### src/hdl/m2cv_pkg.sv
`timescale 1ns / 1ps

package m2cv_pkg;

   localparam int OutputCount = 4;
   localparam int LampCount   = OutputCount - 1;
   localparam int CcTableSize = 128;
   localparam int PitchSize   = 60;
   localparam int PitchLow    = 11;
   localparam int PitchHigh   = 48;
   localparam logic [12:0] PitchMax = 13'd5000;

   typedef enum logic [2:0] {
      ModeControl   = 3'd0,
      ModeNoteOn    = 3'd1,
      ModeNoteOff   = 3'd2,
      ModeClock     = 3'd3,
      ModeTransport = 3'd4,
      ModeTick      = 3'd5
   } mode_type;

   typedef enum logic [2:0] {
      RegCcChannel    = 3'd0,
      RegCcController = 3'd1,
      RegNoteLow      = 3'd2,
      RegNoteHigh     = 3'd3,
      RegBaseNote     = 3'd4,
      RegClockDiv     = 3'd5,
      RegPulseLength  = 3'd6
   } reg_index_type;

   typedef struct packed {
      logic [2:0]  mode;
      logic [4:0]  midi_channel;
      logic [6:0]  data_first;
      logic [6:0]  data_second;
      logic [31:0] time_ms;
   } req_type;

   typedef struct packed {
      logic [12:0] cc_level_mv;
      logic [7:0]  cc_hue;
      logic [12:0] pitch_level_mv;
      logic        gate_high;
      logic        clock_high;
      logic [2:0]  lamp_mask;
   } rsp_type;

   typedef struct packed {
      logic [4:0] cc_midi_chan;
      logic [6:0] cc_controller_number;
      logic [2:0] note_channel_low;
      logic [2:0] note_channel_high;
      logic [6:0] base_note_number;
      logic [7:0] clock_division;
      logic [9:0] pulse_length_ms;
   } cfg_type;

   typedef struct packed {
      logic [7:0]                  total_held;
      logic [OutputCount-1:0][7:0] channel_held;
      logic [7:0]                  divide_count;
      logic                        pulse_active;
      logic [31:0]                 pulse_end_ms;
      logic [12:0]                 cc_level;
      logic [7:0]                  cc_hue;
      logic [12:0]                 pitch_level;
      logic                        gate;
      logic [LampCount-1:0]        lamp;
   } state_type;

   localparam cfg_type CfgReset = '{
      cc_midi_chan:         5'd1,
      cc_controller_number: 7'd1,
      note_channel_low:     3'd2,
      note_channel_high:    3'd4,
      base_note_number:     7'd60,
      clock_division:       8'd6,
      pulse_length_ms:      10'd10
   };

   typedef logic [12:0] cc_table_type [CcTableSize];
   typedef logic [12:0] pitch_table_type [PitchSize];

   function automatic cc_table_type build_cc_table();
      cc_table_type t;
      for (int i = 0; i < CcTableSize; i++) begin
         t[i] = 13'((i * 5000 + 63) / 127);
      end
      return t;
   endfunction

   function automatic pitch_table_type build_pitch_table();
      pitch_table_type t;
      int mv;
      for (int i = 0; i < PitchSize; i++) begin
         mv = (12000 + 1000 * (i - PitchLow) + 6) / 12;
         if (mv > 5000) begin
            mv = 5000;
         end
         t[i] = 13'(mv);
      end
      return t;
   endfunction

   localparam cc_table_type    CcTable    = build_cc_table();
   localparam pitch_table_type PitchTable = build_pitch_table();

endpackage

### src/hdl/midi_to_cv_gate_clock.sv
`timescale 1ns / 1ps

// MIDI-to-CV/gate/clock converter.
// req_*: one decoded event or time tick per transfer (mode, channel, two data
//   bytes, millisecond time stamp).
// rsp_*: one result per request, carrying the CC level and hue, the shared
//   pitch level, gate, divided clock pulse and the note lamp mask after that event.
// csr_*: register writes, index 0..6; other indexes are dropped. csr_ready is
//   always high. Write only while no request is in flight.
// Path: a request is held in the request register, then its result in the result register.
// Throughput: one request per cycle while rsp_ready is high; the event update is a
//   single pass of logic between the request register and the result register.
// Reset: clears all counters, levels, the pulse and both pipeline stages, and
//   restores register defaults. No clearing sweep follows.
// Stall: while rsp_ready is low the result holds, the request register holds
//   one more item, and req_ready drops once both are full.
module midi_to_cv_gate_clock (
   input  logic              clock,
   input  logic              reset,
   input  logic              req_valid,
   output logic              req_ready,
   input  m2cv_pkg::req_type req_data,
   output logic              rsp_valid,
   input  logic              rsp_ready,
   output m2cv_pkg::rsp_type rsp_data,
   input  logic              csr_valid,
   output logic              csr_ready,
   input  logic [2:0]        csr_index,
   input  logic [9:0]        csr_data
);
   import m2cv_pkg::*;

   logic      in_valid_ff, in_valid_in;
   req_type   in_data_ff;
   logic      rsp_valid_ff, rsp_valid_in;
   rsp_type   rsp_data_ff, rsp_data_in;
   state_type state_ff, state_in;
   cfg_type   cfg_ff, cfg_in;
   logic      fire;
   logic      out_free;

   m2cv_update u_update (
      .state (state_ff),
      .item  (in_data_ff),
      .cfg   (cfg_ff),
      .next  (state_in)
   );

   assign out_free  = !rsp_valid_ff || rsp_ready;
   assign fire      = in_valid_ff && out_free;
   assign req_ready = !in_valid_ff || fire;
   assign csr_ready = 1'b1;

   assign in_valid_in  = req_ready ? req_valid : in_valid_ff;
   assign rsp_valid_in = fire ? 1'b1 : (out_free ? 1'b0 : rsp_valid_ff);

   assign rsp_data_in = '{
      cc_level_mv:    state_in.cc_level,
      cc_hue:         state_in.cc_hue,
      pitch_level_mv: state_in.pitch_level,
      gate_high:      state_in.gate,
      clock_high:     state_in.pulse_active,
      lamp_mask:      state_in.lamp
   };

   always_comb begin
      cfg_in = cfg_ff;
      if (csr_valid) begin
         unique case (reg_index_type'(csr_index))
            RegCcChannel:    cfg_in.cc_midi_chan         = csr_data[4:0];
            RegCcController: cfg_in.cc_controller_number = csr_data[6:0];
            RegNoteLow:      cfg_in.note_channel_low     = csr_data[2:0];
            RegNoteHigh:     cfg_in.note_channel_high    = csr_data[2:0];
            RegBaseNote:     cfg_in.base_note_number     = csr_data[6:0];
            RegClockDiv:     cfg_in.clock_division       = csr_data[7:0];
            RegPulseLength:  cfg_in.pulse_length_ms      = csr_data[9:0];
            default:         cfg_in = cfg_ff;
         endcase
      end
   end

   always_ff @(posedge clock) begin
      if (reset) begin
         in_valid_ff  <= 1'b0;
         rsp_valid_ff <= 1'b0;
         state_ff     <= '0;
         cfg_ff       <= CfgReset;
      end else begin
         in_valid_ff  <= in_valid_in;
         rsp_valid_ff <= rsp_valid_in;
         cfg_ff       <= cfg_in;
         if (fire) begin
            state_ff <= state_in;
         end
      end
   end

   always_ff @(posedge clock) begin
      if (req_ready) begin
         in_data_ff <= req_data;
      end
      if (fire) begin
         rsp_data_ff <= rsp_data_in;
      end
   end

   assign rsp_valid = rsp_valid_ff;
   assign rsp_data  = rsp_data_ff;

endmodule

### src/hdl/m2cv_update.sv
`timescale 1ns / 1ps

module m2cv_update (
   input  m2cv_pkg::state_type state,
   input  m2cv_pkg::req_type   item,
   input  m2cv_pkg::cfg_type   cfg,
   output m2cv_pkg::state_type next
);
   import m2cv_pkg::*;

   logic              note_ok;
   logic [1:0]        idx;
   logic signed [7:0] diff;
   logic [5:0]        pitch_sum;
   logic [12:0]       pitch_mv;
   logic [8:0]        div_next;
   logic [31:0]       time_gap;
   logic              note_on;
   logic              note_release;

   assign note_ok = (item.midi_channel >= {2'b00, cfg.note_channel_low})
                 && (item.midi_channel <= {2'b00, cfg.note_channel_high})
                 && (item.midi_channel >= 5'd1)
                 && (item.midi_channel <= 5'(OutputCount));
   assign idx = 2'(item.midi_channel - 5'd1);

   assign diff      = signed'({1'b0, item.data_first} - {1'b0, cfg.base_note_number});
   assign pitch_sum = 6'(diff + 8'sd11);

   always_comb begin
      if (diff < -8'sd11) begin
         pitch_mv = '0;
      end else if (diff > 8'sd48) begin
         pitch_mv = PitchMax;
      end else begin
         pitch_mv = PitchTable[pitch_sum];
      end
   end

   assign div_next = {1'b0, state.divide_count} + 9'd1;
   assign time_gap = item.time_ms - state.pulse_end_ms;

   assign note_on      = (mode_type'(item.mode) == ModeNoteOn) && (item.data_second != 7'd0);
   assign note_release = (mode_type'(item.mode) == ModeNoteOff)
                      || ((mode_type'(item.mode) == ModeNoteOn) && (item.data_second == 7'd0));

   always_comb begin
      next = state;
      unique case (mode_type'(item.mode))
         ModeControl: begin
            if (item.midi_channel == cfg.cc_midi_chan
                  && item.data_first == cfg.cc_controller_number) begin
               next.cc_level = CcTable[item.data_second];
               next.cc_hue   = {item.data_second, 1'b0};
            end
         end
         ModeNoteOn, ModeNoteOff: begin
            if (note_ok && note_on) begin
               if (state.total_held != 8'hFF) begin
                  next.total_held = state.total_held + 8'd1;
               end
               if (state.channel_held[idx] != 8'hFF) begin
                  next.channel_held[idx] = state.channel_held[idx] + 8'd1;
               end
               next.pitch_level = pitch_mv;
               next.gate        = 1'b1;
               if (idx != 2'd0) begin
                  next.lamp[2'(idx - 2'd1)] = 1'b1;
               end
            end else if (note_ok && note_release) begin
               if (state.total_held != 8'd0) begin
                  next.total_held = state.total_held - 8'd1;
               end
               if (state.channel_held[idx] != 8'd0) begin
                  next.channel_held[idx] = state.channel_held[idx] - 8'd1;
               end
               if (next.channel_held[idx] == 8'd0 && idx != 2'd0) begin
                  next.lamp[2'(idx - 2'd1)] = 1'b0;
               end
               if (next.total_held == 8'd0) begin
                  next.gate = 1'b0;
               end
            end
         end
         ModeClock: begin
            if (div_next < {1'b0, cfg.clock_division}) begin
               next.divide_count = div_next[7:0];
            end else begin
               next.divide_count = '0;
               next.pulse_active = 1'b1;
               next.pulse_end_ms = item.time_ms + {22'd0, cfg.pulse_length_ms};
            end
         end
         ModeTransport: begin
            next.divide_count = cfg.clock_division - 8'd1;
         end
         ModeTick: begin
            if (state.pulse_active && !time_gap[31]) begin
               next.pulse_active = 1'b0;
            end
         end
         default: begin
            next = state;
         end
      endcase
   end

endmodule

### config.mk
export PLATFORM = sky130hd
export DESIGN_NAME = midi_to_cv_gate_clock
export DESIGN_NICKNAME = d
export VERILOG_FILES = /design/src/hdl/m2cv_pkg.sv /design/src/hdl/midi_to_cv_gate_clock.sv /design/src/hdl/m2cv_update.sv
export SDC_FILE = /design/constraint.sdc
export NUM_CORES = 1
export LEC_CHECK = 0
export BUFFER_PORTS_ARGS = -buffer_cell sky130_fd_sc_hd__buf_2
export CAP_MARGIN = 20
export CORE_MARGIN = 8
export CORE_UTILIZATION = 48
export DETAILED_ROUTE_END_ITERATION = 10
export PLACE_DENSITY = 0.67
export SLEW_MARGIN = 15
export SYNTH_ARGS = -nofsm -noshare
export SYNTH_HDL_FRONTEND = slang
export SYNTH_HIERARCHICAL = 1
export SYNTH_SLANG_ARGS = --single-unit
### constraint.sdc
create_clock -name clock -period 4.5 [get_ports clock]
set_clock_uncertainty 0.15 [all_clocks]
set_input_delay 0.675 -clock clock [delete_from_list [all_inputs] [get_ports clock]]
set_output_delay 0.675 -clock clock [all_outputs]
set_load 0.02 [all_outputs]
==> results.sh, run 1 <==
export IMPL_vdd_ir_drop_worst_v=0.000321
export IMPL_whs_path_depth=1
export IMPL_vias=17043
export IMPL_criticalPathCategory="reg2reg"
export IMPL_path_depth=17
export IMPL_fmax_mhz=250
export IMPL_final_util_pct=53.8
export IMPL_cp_start_kind="flip-flop"
export IMPL_final_setup_tns_ns=0
export IMPL_critPathSlowestCell="or4b_4"
export IMPL_endpoint="state_ff[0]"
export IMPL_power_density_nw_per_um2=311
export IMPL_clk_latency_ns=0.59
export IMPL_wire_per_inst_um=17.8
export IMPL_p_leak_nw=7.94
export IMPL_finalSetupViolCount=0
export IMPL_crit_path_max_incr_delay_ns=0.53
export IMPL_grt_usage_pct=20.8
export IMPL_critPathBufInv=3
export IMPL_postCtsResizedCells=0
export IMPL_gp_congestion=0.966
export IMPL_crit_fanout=16
export IMPL_reg2reg_from="in_data_ff[47]"
export IMPL_hpwl_um=35500
export IMPL_synth_yosys_seq_area_share_pct=31.5
export IMPL_r2r_end="state_ff[0]"
export IMPL_netlist_area_um2=19300
export IMPL_synth_top_flop_cell="dfxtp_1"
export IMPL_min_path_type="in2reg"
export IMPL_cts_buffers=31
export IMPL_max_cap_violations=0
export IMPL_crit_path_start="in_data_ff[47]"
export IMPL_grt_pass1_vias=16264
export IMPL_synthArstFlopShare_pct=0
export IMPL_ys_ff_latch=257
export IMPL_htree_levels=1
export IMPL_core_um2=39700
export IMPL_synthDistinctLibCells=94
export IMPL_setup_worst_path_end_class="flip-flop"
export IMPL_initial_utilization_pct=48.6
export IMPL_period_share_pct=88.9
export IMPL_cp_arrival_ns=4.30
export IMPL_die_y_um=216
export IMPL_rows=73
export IMPL_synth_fp_nets=2464
export IMPL_relSlewSlack_pct=35.6
export IMPL_worstPathCellList="inv_1 -> ha_1 -> buf_4 -> mux2i_1 -> nand2_1 -> o21ai_2 -> inv_2 -> nor3_1 -> nand2_1 -> xnor2_2 -> nor3_1 -> a21oi_1 -> or4b_4 -> o211ai_2 -> a41oi_1 -> nand2b_1 -> mux2i_1"
export IMPL_wl_um=51200
export IMPL_clock_sinks=257
export IMPL_finalMaxSlewViolations=0
export IMPL_tightest_slew_ns=0.956
export IMPL_dr_pass1_iters=6
export IMPL_r2r_setup_slack_ns=0.50
export IMPL_ios=114
export IMPL_hold_violations=0
export IMPL_dr_first_iter_drc_count=1631
export IMPL_fin_nets=2497
export IMPL_yosys_warnings=6
export IMPL_min_period_ns=4.00
export IMPL_antenna_found_initial=0
export IMPL_clkSlewWorstSetupHoldPaths_ns=0.06
export IMPL_overflow=0
export IMPL_cts_post_setup_buffers_inserted=0
export IMPL_grt_max_degree=178
export IMPL_synth_edff_count=93
export IMPL_fp_dieArea_um2=46900
export IMPL_run_status="finished clean"
export IMPL_synth_avg_cell_area_um2=8.40
export IMPL_required_ns=4.80
export IMPL_r2r_worst_path_cells=17
export IMPL_drt_drc_violations_left=0
export IMPL_layout_drive_gt1_share_pct=11.5
export IMPL_viasPerCell=5.92
export IMPL_io_buffers=112
export IMPL_tritoncts="yes"
export IMPL_rsz0062_at_grt="false"
export IMPL_die_w_um=216
export IMPL_hold_buffers=0
export IMPL_nFillCells=3748
export IMPL_path_delay_family="simple AND/OR/NAND/NOR gates"
export IMPL_ant_nets=0
export IMPL_syn_to_final_growth_pct=10.9
export IMPL_cts_root_buf="clkbuf_16"
export IMPL_synthCells=2296
export IMPL_clock_tree_buffer_depth=3
export IMPL_grt_pass1_wl_um=83400
==> cell usage in the layout, fill, tap and decap left out, types with 12 or more instances in the layout <==
cell type,instances
nand2b_1,254
nand2_1,228
mux2i_1,170
dfxtp_1,164
a21oi_1,153
nor2_1,137
o21ai_0,136
buf_2,111
ha_1,94
edfxtp_1,93
inv_1,78
nor3_1,59
buf_4,47
xnor2_1,45
a211oi_1,44
nand3_1,43
xor2_1,35
clkbuf_16,33
o211ai_1,29
a21o_1,26
o221ai_1,19
and3_1,16
a31oi_1,15
o21a_1,14
nor2b_1,14
nand4_1,14
nor4_1,14
o22ai_1,14
a311oi_1,12
==> registers in the layout (all words and copies together), names as in the netlist <==
name	flops
rsp_data	39
rsp_valid	1
in_data_ff	54
state_ff	119
in_valid_ff	1
cfg_ff	43
==> synth_stat cells, types with 44 or more instances <==
master,n,area share [%]
ha_1,94,6.1
inv_1,78,1.5
nor2_1,137,2.7
nand2_1,229,4.5
a21oi_1,154,4.0
o21ai_0,136,3.5
a211oi_1,44,1.7
nand3_1,44,1.1
xnor2_1,46,2.1
edfxtp_1,93,14
clkbuf_1,114,2.2
dfxtp_1,164,17
nand2b_1,255,8.3
mux2i_1,170,8.8
nor3_1,59,1.5
==> per-stage QoR <==
| step | cells | power (W) | hold slack [ns] | instance area (um^2) | worst slack (ns) |
|---|---|---|---|---|---|
| floorplan | 2296 | 0.00359 | 0.290 | 19300 | 0.376 |
| global placement | 2820 | 0.00393 | 0.299 | 20200 | 0.560 |
| detailed placement | 2820 | 0.00395 | 0.304 | 20200 | 0.448 |
| CTS | 2878 | 0.00671 | 0.0604 | 21300 | 0.429 |
| global route | 2879 | 0.00695 | 0.0625 | 21400 | 0.131 |
| finish | 2880 | 0.00664 | 0.109 | 21400 | 0.498 |
==> logic make-up (layout without fill, tap and decap cells) <==
logic type,after synthesis,after routing,share of synthesized area (%)
fa+ha+maj,96,96,6.30
xor+xnor,85,85,4.04
buf+inv,247,305,5.64
flops,257,257,31.5
simple gates,847,847,22.7
mux,184,184,10.2
other cells,1,2,0.0194
compound gates,579,579,19.5
==> worst min-delay path by stage <==
stage                                end         start
after floorplan                cfg_ff[0]     cfg_ff[0]
after global placement         cfg_ff[7]     cfg_ff[7]
after detailed placement       cfg_ff[4]     cfg_ff[4]
after CTS                 in_data_ff[13]  req_data[13]
after global routing      in_data_ff[13]  req_data[13]
final                     in_data_ff[13]  req_data[13]
==> per-layer routing <==
| layer | global-route usage (%) | part of all wire [%] |
|---|---|---|
| met5 | 0 | 0 |
| met2 | 33.9 | 46 |
| met1 | 28.5 | 47 |
| met4 | 5.66 | 2.1 |
| met3 | 2.98 | 5.7 |
==> cell type report <==
| class | count | area [um^2] | share of cell area [%] |
|---|---|---|---|
| Clock inverter | 15 | 216 | 1.01 |
| Tap cell | 525 | 657 | 3.07 |
| Multi-Input combinational cell | 1792 | 12200 | 56.9 |
| Inverter | 82 | 308 | 1.44 |
| Clock buffer | 43 | 903 | 4.22 |
| Sequential cell | 257 | 6080 | 28.4 |
| Timing Repair Buffer | 165 | 1050 | 4.90 |
| Antenna cell | 1 | 2.50 | 0.0117 |
==> power by group <==
part	switching, W	leakage, nW	internal [W]	total [W]
clock network	0.00103	0.548	0.00169	0.00271
logic	0.000856	5.12	0.000558	0.00141
registers	0.0000550	2.28	0.00246	0.00252
Power figures use the tool's default switching activity.
==> run 2: changes to the inputs <==
CORE_UTILIZATION = 50   (was 48)
PLACE_DENSITY = 0.72   (was 0.67)
clock period = 3.6 ns   (was 4.5 ns; I/O delays follow)
==> results.sh, run 2 (synthesis results as in run 1) <==
export IMPL_clock_sinks=257
export IMPL_wl_um=53500
export IMPL_p_leak_nw=8.60
export IMPL_worstPathCellList="inv_1 -> ha_2 -> fa_2 -> and2_4 -> o221a_4 -> a2111oi_4 -> xnor3_2 -> buf_12 -> mux2i_1 -> a22oi_1 -> nor2_1 -> o41ai_2 -> nand2b_1 -> mux2i_1"
export IMPL_pre_cts_ws_ns=-0.00429
export IMPL_overflow=0
export IMPL_hold_ws_ns=0.0362
export IMPL_grt_pass1_vias=17004
export IMPL_top_register="state_ff"
export IMPL_io_buffers=112
export IMPL_min_path_type="in2reg"
export IMPL_r2r_setup_slack_ns=-0.02
export IMPL_gp_congestion=0.977
export IMPL_ant_nets=0
export IMPL_hpwl_um=37300
export IMPL_relSlewSlack_pct=50.8
export IMPL_fin_ws_ns=-0.0187
export IMPL_power_density_nw_per_um2=367
export IMPL_core_um2=38400
export IMPL_required_ns=3.96
export IMPL_cp_arrival_ns=3.98
export IMPL_cp_common_cell="mux2i_1"
export IMPL_period_share_pct=101
export IMPL_fp_dieArea_um2=45100
export IMPL_cp_start_kind="flip-flop"
export IMPL_cts_root_buf="clkbuf_16"
export IMPL_dp_cells=2874
export IMPL_rows=72
export IMPL_clk_latency_ns=0.60
export IMPL_multi_input_area_um2=12600
export IMPL_endpoint="state_ff[4]"
export IMPL_r2r_worst_path_cells=14
export IMPL_mostFrequentLayoutCells="nand2b_1 (254), nand2_1 (223), mux2i_1 (169)"
export IMPL_setup_worst_path_end_class="flip-flop"
export IMPL_max_cap_violations=0
export IMPL_seq_area_um2=6080
export IMPL_vias=17699
export IMPL_wire_per_inst_um=17.8
export IMPL_reg2reg_from="in_data_ff[39]"
export IMPL_ios=114
export IMPL_finalMaxSlewViolations=0
export IMPL_criticalPathCategory="reg2reg"
export IMPL_layout_drive_gt1_share_pct=16.8
export IMPL_grt_pass1_wl_um=86100
export IMPL_final_cells=3002
export IMPL_hold_violations=0
export IMPL_rsz0062_at_grt="true"
export IMPL_r2r_end="state_ff[4]"
export IMPL_largestRegisters="state_ff x119, in_data_ff x54, cfg_ff x43"
export IMPL_tritoncts="yes"
export IMPL_largest_register_ffs=119
export IMPL_grt_max_degree=112
export IMPL_nFillCells=3364
export IMPL_final_setup_tns_ns=-0.0187
export IMPL_clkSlewWorstSetupHoldPaths_ns=0.06
export IMPL_syn_to_final_growth_pct=18.6
export IMPL_fmax_mhz=276
export IMPL_grt_usage_pct=22.7
export IMPL_antenna_found_initial=1
export IMPL_fin_nets=2628
export IMPL_vdd_ir_drop_worst_v=0.000363
export IMPL_run_status="finished with violations"
export IMPL_final_util_pct=59.6
export IMPL_tightest_slew_ns=0.733
export IMPL_crit_path_start="in_data_ff[39]"
export IMPL_die_y_um=212
export IMPL_dr_pass1_iters=7
export IMPL_htree_levels=1
export IMPL_crit_path_max_incr_delay_ns=0.48
export IMPL_crit_fanout=8
export IMPL_drt_drc_violations_left=0
export IMPL_violations="negative setup slack"
export IMPL_initial_utilization_pct=50.3
export IMPL_finalSetupViolCount=1
export IMPL_layout_commonest_cell="nand2b_1"
export IMPL_die_w_um=212
export IMPL_critPathSlowestCell="fa_2"
export IMPL_viasPerCell=5.90
export IMPL_clock_tree_buffer_depth=3
export IMPL_min_period_ns=3.62
export IMPL_cts_buffers=30
export IMPL_dr_first_iter_drc_count=1393
-- run 2: cell count changes in the layout (fill, tap and decap cells not counted), sizes merged --
cell	change
buf	+78
clkinvlp	+2
bufinv	-2
inv	-1
dlygate4sd3	+54
clkinv	+7
clkbuf	-9
-- run 2: layout make-up --
cell class	instances	area share [%]
Inverter	82	1.38
Timing Repair Buffer	297	9.68
Multi-Input combinational cell	1792	55.0
Clock inverter	21	1.00
Clock buffer	34	3.57
Tap cell	518	2.83
Sequential cell	257	26.6
Antenna cell	1	0.0109
-- run 2: what timing repair did --
| action | in CTS | in global routing |
|---|---|---|
| setup endpoints to repair | 2 | 57 |
| endpoints found under the hold margin | 54 | 0 |
| gates resized for setup | 2 | 59 |
| pin swaps | 0 | 24 |
| setup buffers | 0 | 18 |
| hold buffers | 54 | 0 |
-- run 2: power by group --
part	internal, W	leakage (nW)	total (W)	switching, W
clock network	0.00186	0.518	0.00317	0.00131
logic	0.000910	5.80	0.00207	0.00116
registers	0.00308	2.28	0.00315	0.0000714
-- run 2: worst min path at each step --
stage                      start             end  slack (ns)  cells past startpoint
floorplan              cfg_ff[0]       cfg_ff[0]        0.29                      2
global placement       cfg_ff[7]       cfg_ff[7]        0.30                      2
detailed placement     cfg_ff[6]       cfg_ff[6]        0.30                      2
CTS                 req_data[48]  in_data_ff[48]      0.0006                      1
global route        req_data[49]  in_data_ff[49]        0.01                      1
finish              req_data[48]  in_data_ff[48]        0.04                      1
-- run 2: per-layer routing --
metal	GRT usage, %	wire length [um]
met3	3.43	3500
met4	7.76	1550
met1	29.7	23500
met5	0	0
met2	37.8	24900
-- run 2: worst max-delay path: cells and delay by family (launching register included) --
| family | cells | cell delay (ns) |
|---|---|---|
| AND/OR/NAND/NOR | 3 | 0.38 |
| XOR/XNOR | 1 | 0.39 |
| AO/OA/AOI/OAI | 4 | 1.07 |
| multiplexers | 2 | 0.25 |
| flip-flops | 1 | 0.38 |
| buffers and inverters | 2 | 0.25 |
| adder cells (fa/ha/maj) | 2 | 0.67 |
-- run 2: stage by stage --
step | cell area [um^2] | total power [W]
final | 22900 | 0.00839
after detailed placement | 20900 | 0.00508
after global placement | 20900 | 0.00506
after global routing | 22900 | 0.00876
after floorplan | 19500 | 0.00453
after CTS | 22500 | 0.00833
==> run 3: changes to the inputs <==
SETUP_SLACK_MARGIN = 0.05   (was unset)
==> results.sh, run 3 (synthesis results as in run 1) <==
export IMPL_min_path_type="in2reg"
export IMPL_antenna_found_initial=1
export IMPL_die_y_um=212
export IMPL_violations="negative setup slack"
export IMPL_largestRegisters="state_ff x119, in_data_ff x54, cfg_ff x43"
export IMPL_combPwrFrac_pct=25.6
export IMPL_setup_worst_path_end_class="flip-flop"
export IMPL_cp_common_cell="ha_4"
export IMPL_wire_per_inst_um=18.8
export IMPL_dr_first_iter_drc_count=1584
export IMPL_fin_nets=2641
export IMPL_finish_instance_area_um2=23100
export IMPL_netSwitchingFraction_pct=30.9
export IMPL_largest_register_ffs=119
export IMPL_final_setup_tns_ns=-0.0212
export IMPL_period_share_pct=100
export IMPL_clock_sinks=257
export IMPL_ant_nets=0
export IMPL_fmax_mhz=277
export IMPL_p_leak_nw=8.67
export IMPL_dr_pass1_iters=6
export IMPL_clk_latency_ns=0.60
export IMPL_power_density_nw_per_um2=364
export IMPL_pre_cts_ws_ns=0.00753
export IMPL_io_buffers=112
export IMPL_gp_congestion=1.01
export IMPL_clock_tree_buffer_depth=3
export IMPL_vias=17984
export IMPL_htree_levels=1
export IMPL_grt_usage_pct=23.8
export IMPL_vdd_ir_drop_worst_v=0.000365
export IMPL_tightest_slew_ns=0.789
export IMPL_viasPerCell=5.96
export IMPL_layout_drive_gt1_share_pct=17.6
export IMPL_placed_area_um2=20900
export IMPL_layout_commonest_cell="nand2b_1"
export IMPL_grt_max_degree=135
export IMPL_grt_pass1_wl_um=89200
export IMPL_syn_to_final_growth_pct=20.0
export IMPL_mostFrequentLayoutCells="nand2b_1 (254), nand2_1 (223), mux2i_1 (167)"
export IMPL_top_register="state_ff"
export IMPL_worstPathCellList="clkinvlp_4 -> ha_4 -> mux2_4 -> o21ai_4 -> ha_4 -> buf_6 -> nand4_4 -> buf_4 -> and2_2 -> nor3_1 -> o2111ai_4 -> o22ai_4 -> a41oi_2 -> nand2b_1 -> mux2i_1"
export IMPL_cts_root_buf="clkbuf_16"
export IMPL_drt_drc_violations_left=0
export IMPL_critPathSlowestCell="edfxtp_1"
export IMPL_min_period_ns=3.62
export IMPL_required_ns=3.93
export IMPL_finalMaxSlewViolations=0
export IMPL_die_w_um=212
export IMPL_hpwl_um=39100
export IMPL_final_util_pct=60.3
export IMPL_core_um2=38400
export IMPL_r2r_worst_path_cells=15
export IMPL_rows=72
export IMPL_overflow=0
export IMPL_power_share_clock_pct=37.0
export IMPL_rsz0062_at_grt="true"
export IMPL_cp_arrival_ns=3.95
export IMPL_relSlewSlack_pct=47.2
export IMPL_fin_ws_ns=-0.0151
export IMPL_p_switching_w=0.00260
export IMPL_whs_path_depth=1
export IMPL_hold_violations=0
export IMPL_grt_pass1_vias=17212
export IMPL_tritoncts="yes"
export IMPL_initial_utilization_pct=50.3
export IMPL_p_total_w=0.00842
export IMPL_run_status="finished with violations"
export IMPL_max_cap_violations=0
export IMPL_fp_dieArea_um2=45100
export IMPL_diodes=0
export IMPL_crit_path_max_incr_delay_ns=0.41
export IMPL_crit_fanout=5
export IMPL_finalSetupViolCount=2
export IMPL_cp_start_kind="flip-flop"
export IMPL_criticalPathCategory="reg2reg"
export IMPL_pwr_share_seq_pct=37.4
export IMPL_cts_buffers=31
export IMPL_ios=114
export IMPL_wl_um=56600
export IMPL_clkSlewWorstSetupHoldPaths_ns=0.06
export IMPL_p_int_w=0.00582
==> run 3: per-layer routing <==
metal  global-route usage (%)  up-vias  wire length, um
met1                     31.1     8565            24300
met5                        0        -               12
met4                     8.81        2             1890
met2                     39.1      683            26300
met3                     4.10      121             4070
li1                         -     8613                -
==> run 3: repair_timing <==
| action | CTS | global route |
|---|---|---|
| hold buffers | 54 | 0 |
| buffers inserted | 1 | 23 |
| resized for setup | 3 | 81 |
| endpoints found under the setup margin | 27 | 85 |
| endpoints found under the hold margin | 54 | 0 |
| cloned | 0 | 3 |
| pin swaps | 1 | 24 |
==> run 3: cell type report <==
type	instances	area, um^2
inverters	82	319
clock buffers	37	798
clock inverters	21	208
well taps	518	648
multi-input cells	1792	12700
fillers	3340	15200
repair buffers	309	2360
flip-flops and latches	257	6080
==> run 3: power by group through the flow <==
stage,Sequential [W],Combinational [W],Clock [W]
5_1_grt,0.00316,0.00232,0.00330
2_1_floorplan,0.00321,0.00133,0
6_report,0.00315,0.00216,0.00312
3_3_place_gp,0.00321,0.00187,0
4_1_cts,0.00315,0.00195,0.00318
3_5_place_dp,0.00321,0.00189,0
==> run 3: final timing paths <==
check	slack, ns	end	startpoint
worst max-delay path	-0.02	state_ff[2]	in_data_ff[46]
worst min-delay path	0.03	in_data_ff[35]	req_data[35]
worst max register to register	-0.02	state_ff[2]	in_data_ff[46]
worst min register to register	0.31	cfg_ff[6]	cfg_ff[6]
==> run 3: per-stage QoR <==
stage          instances  hold slack, ns
4_1_cts             2990          0.0137
3_5_place_dp        2877           0.305
6_report            3016          0.0343
5_1_grt             3016          0.0123
3_3_place_gp        2877           0.300
2_1_floorplan       2296           0.290
==> run 3: worst max-delay path, delay by kind of cell (launching register included) <==
family / cells / cell delay (ns)
adder cells (fa/ha/maj): 2 / 0.54
flip-flops: 1 / 0.41
multiplexers: 2 / 0.39
AND/OR/NAND/NOR: 4 / 0.80
AO/OA/AOI/OAI: 4 / 0.80
buffers and inverters: 3 / 0.42
